===== config.mk =====
export PLATFORM = sky130hd
export DESIGN_NAME = soft_start_setpoint_ramp
export DESIGN_NICKNAME = d
export VERILOG_FILES = /design/src/rtl/ssr_pkg.sv /design/src/rtl/ssr_weight.sv /design/src/rtl/ssr_accum.sv /design/src/rtl/soft_start_setpoint_ramp.sv
export SDC_FILE = /design/constraint.sdc
export NUM_CORES = 2
export LEC_CHECK = 0
export BUFFER_PORTS_ARGS = -buffer_cell sky130_fd_sc_hd__buf_2
export CAP_MARGIN = 15
export CORE_MARGIN = 1
export CORE_UTILIZATION = 30
export CTS_CLUSTER_DIAMETER = 30
export DETAILED_ROUTE_END_ITERATION = 10
export PLACE_DENSITY = 0.53
export SYNTH_ARGS = -nofsm -noshare
export SYNTH_HDL_FRONTEND = slang
export SYNTH_SLANG_ARGS = --single-unit

===== constraint.sdc =====
create_clock -name aclk -period 18.4 [get_ports aclk]
set_input_delay 0 -clock aclk [delete_from_list [all_inputs] [get_ports aclk]]
set_output_delay 0 -clock aclk [all_outputs]
set_load 0.02 [all_outputs]

===== src/rtl/ssr_pkg.sv =====
`default_nettype none

package ssr_pkg;

    // shape_mode register codes
    typedef enum logic [1:0] {
        MODE_SINE   = 2'd0,
        MODE_LINEAR = 2'd1,
        MODE_COSINE = 2'd2,
        MODE_BYPASS = 2'd3
    } shape_mode_t;

    // how the interpolated sine value becomes the weight
    typedef enum logic [1:0] {
        WF_DIRECT = 2'd0,   // w = S
        WF_COMPL  = 2'd1,   // w = 1.0 - S
        WF_ADD    = 2'd2    // w = 1.0 + S
    } wfold_t;

    // phase units: 0.12 deg per step, 750 steps to 90 deg
    localparam int unsigned QUARTER   = 750;
    localparam int unsigned HALF_TURN = 1500;
    localparam int unsigned ONE_Q15   = 32768;

    // x / 30 for x <= 750: (x * 2185) >> 16
    localparam int unsigned DIV30_MUL   = 2185;
    localparam int unsigned DIV30_SH    = 16;
    localparam int unsigned SEG_LEN     = 30;
    // v / 30 for v < 2^16: (v * 34953) >> 20
    localparam int unsigned INTERP_MUL  = 34953;
    localparam int unsigned INTERP_SH   = 20;
    localparam int unsigned INTERP_BIAS = 15;

    // linear increment: floor(|err| * 2^16 / L)
    localparam int unsigned LIN_SCALE = 65536;
    localparam int unsigned RECIP_SH  = 36;

    typedef struct packed {
        logic [9:0] x;      // sine argument, 0..750
        wfold_t     fold;
    } weight_req_t;

    typedef struct packed {
        logic        step;  // linear ramp beat: accumulate and report
        logic        clear; // end of run: zero the accumulator afterwards
        logic        neg;   // error sign
        logic [15:0] mag;   // error magnitude
    } acc_req_t;

    // sin at 3.6 deg spacing in Q1.15; index 25 and above is 1.0
    function automatic logic [15:0] sine_entry(input logic [4:0] idx);
        logic [15:0] v;
        unique case (idx)
            5'd0:    v = 16'd0;
            5'd1:    v = 16'd2058;
            5'd2:    v = 16'd4107;
            5'd3:    v = 16'd6140;
            5'd4:    v = 16'd8149;
            5'd5:    v = 16'd10126;
            5'd6:    v = 16'd12063;
            5'd7:    v = 16'd13952;
            5'd8:    v = 16'd15786;
            5'd9:    v = 16'd17558;
            5'd10:   v = 16'd19261;
            5'd11:   v = 16'd20887;
            5'd12:   v = 16'd22431;
            5'd13:   v = 16'd23887;
            5'd14:   v = 16'd25248;
            5'd15:   v = 16'd26510;
            5'd16:   v = 16'd27667;
            5'd17:   v = 16'd28715;
            5'd18:   v = 16'd29649;
            5'd19:   v = 16'd30467;
            5'd20:   v = 16'd31164;
            5'd21:   v = 16'd31739;
            5'd22:   v = 16'd32188;
            5'd23:   v = 16'd32510;
            5'd24:   v = 16'd32703;
            default: v = 16'd32768;
        endcase
        return v;
    endfunction

endpackage

`default_nettype wire


===== src/rtl/ssr_weight.sv =====
`default_nettype none

// Two-stage weight lookup: segment split + table + slope, then interpolate + fold.
module ssr_weight (
    input  wire logic               aclk,
    input  wire logic               en,
    input  wire ssr_pkg::weight_req_t req,
    output logic        [16:0]      w
);
    import ssr_pkg::*;

    logic [21:0] i_prod;
    logic [4:0]  idx;
    logic [9:0]  f_full;
    logic [4:0]  f;
    logic [15:0] ti;
    logic [15:0] tn;
    logic [15:0] d;
    logic [15:0] num;

    logic [15:0] ti_reg;
    logic [15:0] num_reg;
    wfold_t      fold_reg;

    logic [31:0] interp_prod;
    logic [15:0] s;
    logic [16:0] w_next;
    logic [16:0] w_reg;

    assign i_prod = 22'(req.x) * 22'(DIV30_MUL);
    assign idx    = i_prod[DIV30_SH +: 5];
    assign f_full = req.x - 10'(10'(idx) * 10'(SEG_LEN));
    assign f      = f_full[4:0];
    assign ti     = sine_entry(idx);
    assign tn     = sine_entry(idx + 5'd1);
    assign d      = tn - ti;
    assign num    = 16'(16'(d[11:0]) * 16'(f)) + 16'(INTERP_BIAS);

    always_ff @(posedge aclk) begin
        if (en) begin
            ti_reg   <= ti;
            num_reg  <= num;
            fold_reg <= req.fold;
        end
    end

    assign interp_prod = 32'(num_reg) * 32'(INTERP_MUL);
    assign s = ti_reg + {4'd0, interp_prod[INTERP_SH +: 12]};

    always_comb begin
        case (fold_reg)
            WF_COMPL: w_next = 17'(ONE_Q15) - {1'b0, s};
            WF_ADD:   w_next = 17'(ONE_Q15) + {1'b0, s};
            default:  w_next = {1'b0, s};
        endcase
    end

    always_ff @(posedge aclk) begin
        if (en) begin
            w_reg <= w_next;
        end
    end

    assign w = w_reg;

endmodule

`default_nettype wire


===== src/rtl/ssr_accum.sv =====
`default_nettype none

// Linear ramp: per-beat increment by reciprocal multiply, then saturating Q16 accumulator.
module ssr_accum #(
    parameter int unsigned LINEAR_STEPS = 750
) (
    input  wire logic                 aclk,
    input  wire logic                 aresetn,
    input  wire logic                 en,
    input  wire ssr_pkg::acc_req_t    req,
    output logic signed [39:0]        acc_out
);
    import ssr_pkg::*;

    // a * 2^16 / L = a * Q + a * R / L
    localparam int unsigned LIN_Q = LIN_SCALE / LINEAR_STEPS;
    localparam int unsigned LIN_R = LIN_SCALE % LINEAR_STEPS;
    localparam logic [32:0] RECIP_M =
        33'(((64'd1 << RECIP_SH) + 64'(LINEAR_STEPS) - 64'd1) / 64'(LINEAR_STEPS));
    localparam logic signed [39:0] ACC_MAX = {1'b0, {39{1'b1}}};
    localparam logic signed [39:0] ACC_MIN = {1'b1, {39{1'b0}}};

    logic        step2_reg, clear2_reg, neg2_reg;
    logic [28:0] aq_reg;
    logic [25:0] n_reg;

    logic        step3_reg, clear3_reg;
    logic [58:0] rp;
    logic [28:0] q;
    logic signed [29:0] inc_next;
    logic signed [29:0] inc_reg;

    logic signed [40:0] sum;
    logic signed [39:0] sat;
    logic signed [39:0] acc_reg;
    logic signed [39:0] acc_next;
    logic signed [39:0] acc_out_reg;

    always_ff @(posedge aclk) begin
        if (!aresetn) begin
            step2_reg  <= 1'b0;
            clear2_reg <= 1'b0;
            step3_reg  <= 1'b0;
            clear3_reg <= 1'b0;
        end else if (en) begin
            step2_reg  <= req.step;
            clear2_reg <= req.clear;
            step3_reg  <= step2_reg;
            clear3_reg <= clear2_reg;
        end
    end

    always_ff @(posedge aclk) begin
        if (en) begin
            neg2_reg <= req.neg;
            aq_reg   <= 29'(req.mag) * 29'(LIN_Q);
            n_reg    <= 26'(req.mag) * 26'(LIN_R);
            inc_reg  <= inc_next;
        end
    end

    assign rp       = 59'(n_reg) * 59'(RECIP_M);
    assign q        = aq_reg + 29'(rp[58:RECIP_SH]);
    assign inc_next = neg2_reg ? -$signed({1'b0, q}) : $signed({1'b0, q});

    assign sum = {acc_reg[39], acc_reg} + 41'(inc_reg);

    always_comb begin
        if (sum[40] != sum[39]) begin
            sat = sum[40] ? ACC_MIN : ACC_MAX;
        end else begin
            sat = sum[39:0];
        end
    end

    always_comb begin
        acc_next = acc_reg;
        if (clear3_reg) begin
            acc_next = '0;
        end else if (step3_reg) begin
            acc_next = sat;
        end
    end

    always_ff @(posedge aclk) begin
        if (!aresetn) begin
            acc_reg <= '0;
        end else if (en) begin
            acc_reg <= acc_next;
        end
    end

    always_ff @(posedge aclk) begin
        if (en) begin
            acc_out_reg <= sat;
        end
    end

    assign acc_out = acc_out_reg;

endmodule

`default_nettype wire


===== src/rtl/soft_start_setpoint_ramp.sv =====
`default_nettype none

// Soft-start shaper for a speed setpoint. Each input beat carries the present
// value and the requested target; each beat yields exactly one output beat in
// order. A zero target arms the ramp (that same beat is already ramped). While
// armed, the output moves from the present value toward the target: sine mode
// weights the error by sin(n * 0.12 deg), cosine mode by 1 - cos(n * 0.12 deg),
// linear mode adds error / LINEAR_STEPS to a Q16 accumulator. Once step n passes
// the active mode's step count the run ends and the target passes through with
// ramp_active low. shape_mode is written through cfg_wr_en / cfg_wr_data; the
// user must write it only while no beat is in flight; the block does not
// enforce this. Rate: one beat per clock while not stalled. Output valid rises
// once the beat has passed six registers: input register, state update, weight
// segment / increment, weight fold / accumulator input, multiply / accumulate,
// round and saturate into the output register. The whole pipe advances
// together; when the output beat is held (m_tready low) s_tready drops in the
// same cycle. s_tready is low during reset. No clearing pass after reset.
module soft_start_setpoint_ramp #(
    parameter int unsigned SINE_STEPS   = 750,
    parameter int unsigned COS_STEPS    = 600,
    parameter int unsigned LINEAR_STEPS = 750
) (
    input  wire logic        aclk,
    input  wire logic        aresetn,
    // configuration: shape_mode
    input  wire logic        cfg_wr_en,
    input  wire logic [1:0]  cfg_wr_data,
    // input stream
    input  wire logic        s_tvalid,
    output logic             s_tready,
    input  wire logic [31:0] s_tdata,   // [15:0] current_value, [31:16] target_value
    // output stream
    output logic             m_tvalid,
    input  wire logic        m_tready,
    output logic [15:0]      m_tdata,   // [15:0] shaped_value
    output logic [0:0]       m_tuser    // [0] ramp_active
);
    import ssr_pkg::*;

    localparam logic [9:0] SINE_LIM = 10'(SINE_STEPS);
    localparam logic [9:0] COS_LIM  = 10'(COS_STEPS);
    localparam logic [9:0] LIN_LIM  = 10'(LINEAR_STEPS);
    localparam logic [9:0] MAX_LIM  =
        (SINE_LIM > COS_LIM) ? ((SINE_LIM > LIN_LIM) ? SINE_LIM : LIN_LIM)
                             : ((COS_LIM > LIN_LIM) ? COS_LIM : LIN_LIM);

    logic en;

    shape_mode_t mode_reg;

    // stage 0: input register
    logic        v0_reg;
    logic [15:0] cur0_reg, tgt0_reg;

    // run state
    logic        armed_reg, armed_next;
    logic [9:0]  step_count_reg, step_count_next;

    // stage 1 combinational
    logic               ramp;
    logic               run_end;
    logic [10:0]        p;
    logic [9:0]         sc_inc;
    logic [9:0]         limit;
    weight_req_t        wreq;
    logic signed [16:0] err;
    logic [16:0]        err_abs;

    // stage 1..4 carries
    logic               v1_reg, v2_reg, v3_reg, v4_reg;
    logic [15:0]        cur1_reg, cur2_reg, cur3_reg, cur4_reg;
    logic [15:0]        tgt1_reg, tgt2_reg, tgt3_reg, tgt4_reg;
    logic signed [16:0] err1_reg, err2_reg, err3_reg;
    logic               act1_reg, act2_reg, act3_reg, act4_reg;
    logic               lin1_reg, lin2_reg, lin3_reg, lin4_reg;
    weight_req_t        wreq1_reg;
    acc_req_t           areq1_reg;

    logic [16:0]        w;
    logic signed [39:0] acc;
    logic signed [34:0] prod4_reg;

    // stage 5 combinational
    logic signed [35:0] b_sum;
    logic signed [40:0] l_sum;
    logic signed [25:0] delta;
    logic signed [26:0] total;
    logic [15:0]        res;

    logic               m_valid_reg;
    logic [15:0]        m_data_reg;
    logic               m_user_reg;

    assign en       = !m_valid_reg || m_tready;
    assign s_tready = en && aresetn;

    always_ff @(posedge aclk) begin
        if (!aresetn) begin
            mode_reg <= MODE_SINE;
        end else if (cfg_wr_en) begin
            mode_reg <= shape_mode_t'(cfg_wr_data);
        end
    end

    // ---- stage 0 ----
    always_ff @(posedge aclk) begin
        if (!aresetn) begin
            v0_reg <= 1'b0;
        end else if (en) begin
            v0_reg <= s_tvalid;
        end
    end

    always_ff @(posedge aclk) begin
        if (en) begin
            cur0_reg <= s_tdata[15:0];
            tgt0_reg <= s_tdata[31:16];
        end
    end

    // ---- stage 1: run state ----
    assign ramp   = (armed_reg || (tgt0_reg == 16'd0)) && (mode_reg != MODE_BYPASS);
    assign p      = {1'b0, step_count_reg} + 11'd1;
    assign sc_inc = step_count_reg + 10'd1;

    always_comb begin
        unique case (mode_reg)
            MODE_SINE:   limit = SINE_LIM;
            MODE_LINEAR: limit = LIN_LIM;
            MODE_COSINE: limit = COS_LIM;
            MODE_BYPASS: limit = '0;
        endcase
    end

    assign run_end = ramp && (sc_inc > limit);

    always_comb begin
        armed_next      = armed_reg;
        step_count_next = step_count_reg;
        if (en && v0_reg) begin
            if (ramp) begin
                armed_next      = !run_end;
                step_count_next = run_end ? 10'd0 : sc_inc;
            end else if (tgt0_reg == 16'd0) begin
                armed_next = 1'b1;   // bypass mode still arms
            end
        end
    end

    always_ff @(posedge aclk) begin
        if (!aresetn) begin
            armed_reg      <= 1'b0;
            step_count_reg <= '0;
        end else begin
            armed_reg      <= armed_next;
            step_count_reg <= step_count_next;
        end
    end

    // sine argument and fold for the weight
    always_comb begin
        wreq.x    = 10'(p);
        wreq.fold = WF_DIRECT;
        if (mode_reg == MODE_SINE) begin
            if (p > 11'(QUARTER)) begin
                wreq.x = 10'(11'(HALF_TURN) - p);
            end
        end else if (mode_reg == MODE_COSINE) begin
            if (p <= 11'(QUARTER)) begin
                wreq.x    = 10'(11'(QUARTER) - p);
                wreq.fold = WF_COMPL;
            end else begin
                wreq.x    = 10'(p - 11'(QUARTER));
                wreq.fold = WF_ADD;
            end
        end
    end

    assign err     = $signed({tgt0_reg[15], tgt0_reg}) - $signed({cur0_reg[15], cur0_reg});
    assign err_abs = err[16] ? 17'(-err) : 17'(err);

    always_ff @(posedge aclk) begin
        if (!aresetn) begin
            v1_reg    <= 1'b0;
            areq1_reg <= '0;
        end else if (en) begin
            v1_reg          <= v0_reg;
            areq1_reg.step  <= v0_reg && ramp && (mode_reg == MODE_LINEAR);
            areq1_reg.clear <= v0_reg && run_end;
            areq1_reg.neg   <= err[16];
            areq1_reg.mag   <= err_abs[15:0];
        end
    end

    always_ff @(posedge aclk) begin
        if (en) begin
            cur1_reg  <= cur0_reg;
            tgt1_reg  <= tgt0_reg;
            err1_reg  <= err;
            act1_reg  <= ramp;
            lin1_reg  <= mode_reg == MODE_LINEAR;
            wreq1_reg <= wreq;
        end
    end

    // ---- stages 2..4: weight, linear increment and accumulator ----
    ssr_weight u_weight (
        .aclk (aclk),
        .en   (en),
        .req  (wreq1_reg),
        .w    (w)
    );

    ssr_accum #(
        .LINEAR_STEPS (LINEAR_STEPS)
    ) u_accum (
        .aclk    (aclk),
        .aresetn (aresetn),
        .en      (en),
        .req     (areq1_reg),
        .acc_out (acc)
    );

    always_ff @(posedge aclk) begin
        if (!aresetn) begin
            v2_reg <= 1'b0;
            v3_reg <= 1'b0;
            v4_reg <= 1'b0;
        end else if (en) begin
            v2_reg <= v1_reg;
            v3_reg <= v2_reg;
            v4_reg <= v3_reg;
        end
    end

    always_ff @(posedge aclk) begin
        if (en) begin
            cur2_reg  <= cur1_reg;
            tgt2_reg  <= tgt1_reg;
            err2_reg  <= err1_reg;
            act2_reg  <= act1_reg;
            lin2_reg  <= lin1_reg;
            cur3_reg  <= cur2_reg;
            tgt3_reg  <= tgt2_reg;
            err3_reg  <= err2_reg;
            act3_reg  <= act2_reg;
            lin3_reg  <= lin2_reg;
            // ---- stage 4: blend multiply ----
            prod4_reg <= err3_reg * $signed({1'b0, w});
            cur4_reg  <= cur3_reg;
            tgt4_reg  <= tgt3_reg;
            act4_reg  <= act3_reg;
            lin4_reg  <= lin3_reg;
        end
    end

    // ---- stage 5: round half up, add, saturate ----
    assign b_sum = {prod4_reg[34], prod4_reg} + 36'(1 << 14);
    assign l_sum = {acc[39], acc} + 41'(1 << 15);
    assign delta = lin4_reg ? 26'($signed(l_sum[40:16])) : 26'($signed(b_sum[35:15]));
    assign total = 27'($signed(cur4_reg)) + 27'(delta);

    always_comb begin
        if (!act4_reg) begin
            res = tgt4_reg;
        end else if (total > 27'sd32767) begin
            res = 16'h7FFF;
        end else if (total < -27'sd32768) begin
            res = 16'h8000;
        end else begin
            res = total[15:0];
        end
    end

    always_ff @(posedge aclk) begin
        if (!aresetn) begin
            m_valid_reg <= 1'b0;
        end else if (en) begin
            m_valid_reg <= v4_reg;
        end
    end

    always_ff @(posedge aclk) begin
        if (en) begin
            m_data_reg <= res;
            m_user_reg <= act4_reg;
        end
    end

    assign m_tvalid   = m_valid_reg;
    assign m_tdata    = m_data_reg;
    assign m_tuser[0] = m_user_reg;

    // ---- checks ----
    a_step_bound: assert property (@(posedge aclk) disable iff (!aresetn)
        step_count_reg <= MAX_LIM)
        else $error("step_count past longest run");

    a_idle_zero: assert property (@(posedge aclk) disable iff (!aresetn)
        !armed_reg |-> step_count_reg == 10'd0)
        else $error("step_count nonzero while disarmed");

    a_run_end: assert property (@(posedge aclk) disable iff (!aresetn)
        (en && v0_reg && run_end) |=> (!armed_reg && step_count_reg == 10'd0))
        else $error("run end did not clear state");

    a_run_go: assert property (@(posedge aclk) disable iff (!aresetn)
        (en && v0_reg && ramp && !run_end) |=> (armed_reg && step_count_reg != 10'd0))
        else $error("ramped beat did not advance run");

endmodule

`default_nettype wire


# After elaboration in Yosys (flattened, before gate mapping)
# Memory sizes are Yosys's and may differ from the RTL's.
# Index checks and enable logic that the tools add are counted.
# W data, S select, Z words.
# classes
n_addsub	20
multipliers	8
order_cmp	5
eq_ne	7
muxes	19
n_bitwise	1
reduce_logical	20
# ops
cell	count
$mux W40	4
$mux W16	4
$mul A24 B27 Y51 const B	1
$add A40 B17 Y41 const B	1
$add A40 B30 Y41	1
$add A35 B16 Y36 const B	1
$mul A17 B18 Y35	1
$pmux W17 S2	1
$mul A16 B16 Y32 const B	1
$mux W10	3
$neg A24 Y30	1
$pmux W10 S3	1
$mux W29	1
$add A16 B26 Y27	1
$gt A27 B16 Y1 const B	1
$lt A27 B16 Y1 const B	1
$mux W26	1
$add A23 B17 Y24	1
$mul A16 B8 Y24 const B	1
$mux W12	2
$mul A16 B7 Y23 const B	1
$mul A10 B12 Y21 const B	1
$add A16 B16 Y17 const A	1
$sub A16 B16 Y17	1
other kinds (31)	47
# totals
register_bits	534
romBits	1024
in_bits	39
out_inout_bits	19
wordCells	136
memories	2
# memory_table
name	words	width	read_ports	rd_ports_with_merged_regs	wr	line_no	text
(no name shown)	32	16	1	0	0	ssr_pkg.sv:53	unique case (idx)
(no name shown)	32	16	1	0	0	ssr_pkg.sv:53	

# Longest topological paths before layout
# depth
ltp_word	7
mapped_depth	49
depth_no_buf	47

# Cells and area by module
# From an unflattened synthesis, not the netlist that was laid out.
# hier_totals
cells_unflattened	5744
hier_area_um2	57525.2
# by_module_without_submodules
module	n_inst	cells_each	area_each_um2	seq_area_each_um2
soft_start_setpoint_ramp	1	2247	23938.0	8838.5
ssr_accum	1	2364	23810.3	4364.2
ssr_weight	1	1133	9776.9	1531.5

# Least setup slack after synthesis
# Ideal clock, no wire load.
# synth_path
path_type	register -> output
from	register m_valid_reg (netlist: m_tvalid)
to	output s_tready
arrival_time_ns	13.439
t_required_ns	18.400
slack_ns	4.961
path_stages_with_launch	6
n_path_buf	2
path_cell_list	dfxtp_1 nor2b_1 clkbuf_1 inv_2 clkbuf_1 and2_1
# synth_via
elab_chain_len	3
# synth_rtl
item	line_no	text
start, declared	soft_start_setpoint_ramp.sv:90	logic m_valid_reg;
start signal, assigned	soft_start_setpoint_ramp.sv:279	m_valid_reg <= v4_reg;
$logic_not A1 Y1	soft_start_setpoint_ramp.sv:94	assign en = !m_valid_reg || m_tready;
$logic_or A1 B1 Y1	soft_start_setpoint_ramp.sv:94	
$logic_and A1 B1 Y1	soft_start_setpoint_ramp.sv:95	assign s_tready = en && aresetn;
end, declared	soft_start_setpoint_ramp.sv:30	output logic s_tready,
# Every way passes these cells.

# Worst setup path in the final report
# layout_path
from	register wreq1_reg[8] (netlist bit)
to	register u_weight.num_reg[15], data pin
# layout_via
elab_chain_len	6
word_cells_on_any_way	9
cone_classes	add/sub (4); mul (3); memory (2)
# layout_rtl
item	line_no	text
start, declared	soft_start_setpoint_ramp.sv:76	weight_req_t wreq1_reg;
start signal, assigned	soft_start_setpoint_ramp.sv:202	wreq1_reg <= wreq;
$mul A10 B12 Y21 (*)	ssr_weight.sv:30	assign i_prod = 22'(req.x) * 22'(DIV30_MUL);
$add A5 B1 Y5	ssr_weight.sv:35	assign tn = sine_entry(idx + 5'd1);
$mem_v2 Z32 W16	-	
$sub A12 B12 Y12	ssr_weight.sv:36	assign d = tn - ti;
$mul A12 B5 Y16 (*)	ssr_weight.sv:37	assign num = 16'(16'(d[11:0]) * 16'(f)) + 16'(INTERP_BIAS);
$add A16 B4 Y16 (*)	ssr_weight.sv:37	
net u_weight.num[15]	ssr_weight.sv:19	logic [15:0] num;
end signal, assigned	ssr_weight.sv:42	num_reg <= num;
end, declared	ssr_weight.sv:22	logic [15:0] num_reg;
# The timed path passes the listed nets; every way through them passes the cells marked *.
# A chain may end at the register's enable or synchronous reset.

==> results.json <==
{
  "synth_warnings": 0,
  "critical_path.startpoint_type": "flop",
  "mappedNetlistNets": 6934,
  "layout.core_utilization": 0.345,
  "cts_sinks": 503,
  "clockRootBuffer": "sky130_fd_sc_hd__clkbuf_16",
  "achievable-frequency_mhz": 88.0,
  "insertion_delay_ps": 750,
  "area_delta_synth_final_pct": 14.0,
  "worst_slew_margin_rel": 0.238,
  "cts_tree": "yes",
  "fin_ws_ps": 7030,
  "grt.overflow.total": 0,
  "rsz0062_at_grt": "false",
  "synthCells": 5492,
  "worst_pin_slew_ps": 1140,
  "synth_top_cells_by_area": "sky130_fd_sc_hd__edfxtp_1, sky130_fd_sc_hd__fa_1, sky130_fd_sc_hd__ha_1",
  "max_cap_violations": 0,
  "status": "completed",
  "yosysUniqueCellTypes": 107,
  "cts.reportedPaths.clkPinSlew_ps": 50,
  "finalSetupViolCount": 0,
  "largest_reg_flops": 40,
  "worst-path-max-fanout": 26,
  "crit_path_end_kind": "flop",
  "grt_first_pass_wirelength_mm": 212,
  "final.setup.tns_ps": 0,
  "num-fill-cells": 18500,
  "htreeDepth": 3,
  "placeableCoreArea_um2": 183000,
  "route.detailed.wl_per_inst_um": 15.7,
  "main_combinational_cell_family_by_area_after_synthesis": "adder cells",
  "timing.critical_path.required_ps": 18810,
  "synth_largest_area_cell": "sky130_fd_sc_hd__edfxtp_1",
  "dr.first_iter.drc_count": 1876,
  "die-height_um": 432,
  "synthSimpleGateAreaFrac": 0.112,
  "place.port_buffers": 57,
  "final_nets": 7077,
  "cts_setup_buffers": 0,
  "fin_worst_skew_ps": 103,
  "firstDrtPassIters": 7,
  "synth_flop_cell": "sky130_fd_sc_hd__edfxtp_1",
  "horizontal_die_dimension_um": 432,
  "placementRows": 157,
  "synth-adder-area-share": 0.398,
  "cts_buffers": 108,
  "synthXorXnorAreaFrac": 0.0489,
  "ys_async_sr_fraction": 0,
  "io_pins": 58,
  "wirelength_mm": 129,
  "gp_congestion": 0.868,
  "globalRouteTotalUtil": 0.141,
  "critPathBufInv": 7,
  "postRouteAntennaNets": 0,
  "worst_path_max_delay_cell": "sky130_fd_sc_hd__ha_1",
  "syn-mean-instance-area_um2": 10.1,
  "dr_drc_count": 0,
  "yosys-mux-area-fraction": 0.00512,
  "layout_min_cycle_time_ps": 11370,
  "first_global_vias": 39700,
  "min_from": "tgt1_reg[15]$_DFFE_PN_",
  "vias_per_cell": 4.62,
  "timing.critical_path.slowest_cell_delay_ps": 810,
  "worst_hold_path_type": "flop to flop",
  "path_delay_family": "adder cells",
  "timing.setup.critical_path_class": "flop to flop",
  "synth_largest_type_area_fraction": 0.228,
  "synth-compound-area-share": 0.102,
  "cts_repair_resize_count": 0,
  "synth_area_um2": 55500,
  "dp_hpwl_mm": 103,
  "share_of_synthesized_area_occupied_by_flip_flops_and_latches": 0.258,
  "fin_crit_sh": 0.618,
  "worst_ep_arrival_time_ps": 11780,
  "effective_utilization_at_floorplan": 0.303,
  "dpl_worst_slack_ps": 6970,
  "grt_start_max_net_pins": 208,
  "synth-edff-count": 421,
  "die_footprint_um2": 187000,
  "cts.path.max_buffers": 3,
  "finalHoldViolCount": 0,
  "synth.ff_latch_count": 503,
  "drive_gt1_frac": 0.0632,
  "slew_viol_final": 0,
  "worstSetupStartpoint": "wreq1_reg[8]$_DFFE_PN_",
  "vias": 37800,
  "grt_antenna_before_repair": 1,
  "reg_to_reg_critical_path_startpoint": "wreq1_reg[8]$_DFFE_PN_"
}
## metal layers
layer | global-route usage | part of all wire
met2 | 0.245 | 0.49
met5 | 0 | 0
met1 | 0.184 | 0.46
met4 | 0.0409 | 0.024
met3 | 0.0164 | 0.030
## cell type report
class,instances,area [um2],share of cell area
clock buffer,120,2800,0.0442
sequential,503,14300,0.226
antenna,2,5.00,0.0000791
clock inverter,86,1140,0.0180
tap,2464,3080,0.0488
inverter,981,3690,0.0583
multi-input combinational,3880,37000,0.584
timing repair buffer,161,1280,0.0202
## final timing paths
check	end	cells after the start	slack (ps)
setup / recovery	u_weight.num_reg[15]$_DFFE_PN_	44	7030
hold reg to reg	tgt2_reg[15]$_DFFE_PN_	0	350
hold / removal	tgt2_reg[15]$_DFFE_PN_	0	350
setup reg to reg	u_weight.num_reg[15]$_DFFE_PN_	44	7030
## cells by family (layout without fill, tap and decap cells)
| logic type | after synthesis | count (layout) |
|---|---|---|
| adder cells (fa/ha/maj) | 1404 | 1404 |
| AND/OR/NAND/NOR | 1297 | 1297 |
| buffers and inverters | 1109 | 1348 |
| AO/OA/AOI/OAI | 847 | 847 |
| flip-flops | 503 | 503 |
| XOR/XNOR | 306 | 306 |
| multiplexers | 26 | 26 |
| other | 0 | 2 |
## worst register-to-register path: cells and delay by family (launching register included)
| family | cells | cell delay (ps) |
|---|---|---|
| simple gates | 5 | 910 |
| flops | 1 | 480 |
| fa+ha+maj | 13 | 5270 |
| buf+inv | 7 | 440 |
| compound gates | 16 | 2980 |
| xor+xnor | 3 | 1060 |
## through the flow
step	area, um2	hold slack, ps	instances
global route	63200	354	8196
finish	63200	349	8197
floorplan	55500	98.9	5492
global placement	58500	177	7913
detailed placement	58500	178	7913
CTS	63200	339	8193
## repair_timing
action,4_1_cts,5_1_grt
hold buffers,74,0
endpoints found under the setup margin,0,0
hold endpoints to repair,62,0
## cells in the mapped netlist, types with 29 or more instances
master and count:
sky130_fd_sc_hd__nand2b_1 63, sky130_fd_sc_hd__a31oi_1 29, sky130_fd_sc_hd__xnor2_1 195, sky130_fd_sc_hd__nor2b_1 50, sky130_fd_sc_hd__fa_1 600, sky130_fd_sc_hd__o21a_1 42
sky130_fd_sc_hd__xor2_1 108, sky130_fd_sc_hd__nand3_1 87, sky130_fd_sc_hd__or2_2 35, sky130_fd_sc_hd__clkbuf_1 102, sky130_fd_sc_hd__o21ai_1 31, sky130_fd_sc_hd__nor3_1 63
sky130_fd_sc_hd__a21oi_1 208, sky130_fd_sc_hd__ha_1 803, sky130_fd_sc_hd__a211oi_1 30, sky130_fd_sc_hd__o21ai_0 168, sky130_fd_sc_hd__and3_1 31, sky130_fd_sc_hd__nor2_1 293
sky130_fd_sc_hd__edfxtp_1 421, sky130_fd_sc_hd__nand2_1 431, sky130_fd_sc_hd__nand4_1 36, sky130_fd_sc_hd__and2_1 134, sky130_fd_sc_hd__inv_1 976, sky130_fd_sc_hd__dfxtp_1 82
sky130_fd_sc_hd__a21o_1 83
## cells in the final DEF (no fill, tap or decap), types with 42 or more instances in the layout
cell	n
sky130_fd_sc_hd__inv_1	976
sky130_fd_sc_hd__ha_1	803
sky130_fd_sc_hd__fa_1	600
sky130_fd_sc_hd__nand2_1	431
sky130_fd_sc_hd__edfxtp_1	421
sky130_fd_sc_hd__nor2_1	293
sky130_fd_sc_hd__a21oi_1	208
sky130_fd_sc_hd__xnor2_1	195
sky130_fd_sc_hd__o21ai_0	168
sky130_fd_sc_hd__and2_1	134
sky130_fd_sc_hd__xor2_1	108
sky130_fd_sc_hd__clkbuf_16	108
sky130_fd_sc_hd__nand3_1	87
sky130_fd_sc_hd__a21o_1	83
sky130_fd_sc_hd__dfxtp_1	82
sky130_fd_sc_hd__dlygate4sd3_1	74
sky130_fd_sc_hd__nand2b_1	63
sky130_fd_sc_hd__nor3_1	62
sky130_fd_sc_hd__buf_2	57
sky130_fd_sc_hd__nor2b_1	49
sky130_fd_sc_hd__o21a_1	42
Power is left out: the tool's default activity adds up to more than one toggle a clock period on the data nets, which glitch-free logic cannot reach.
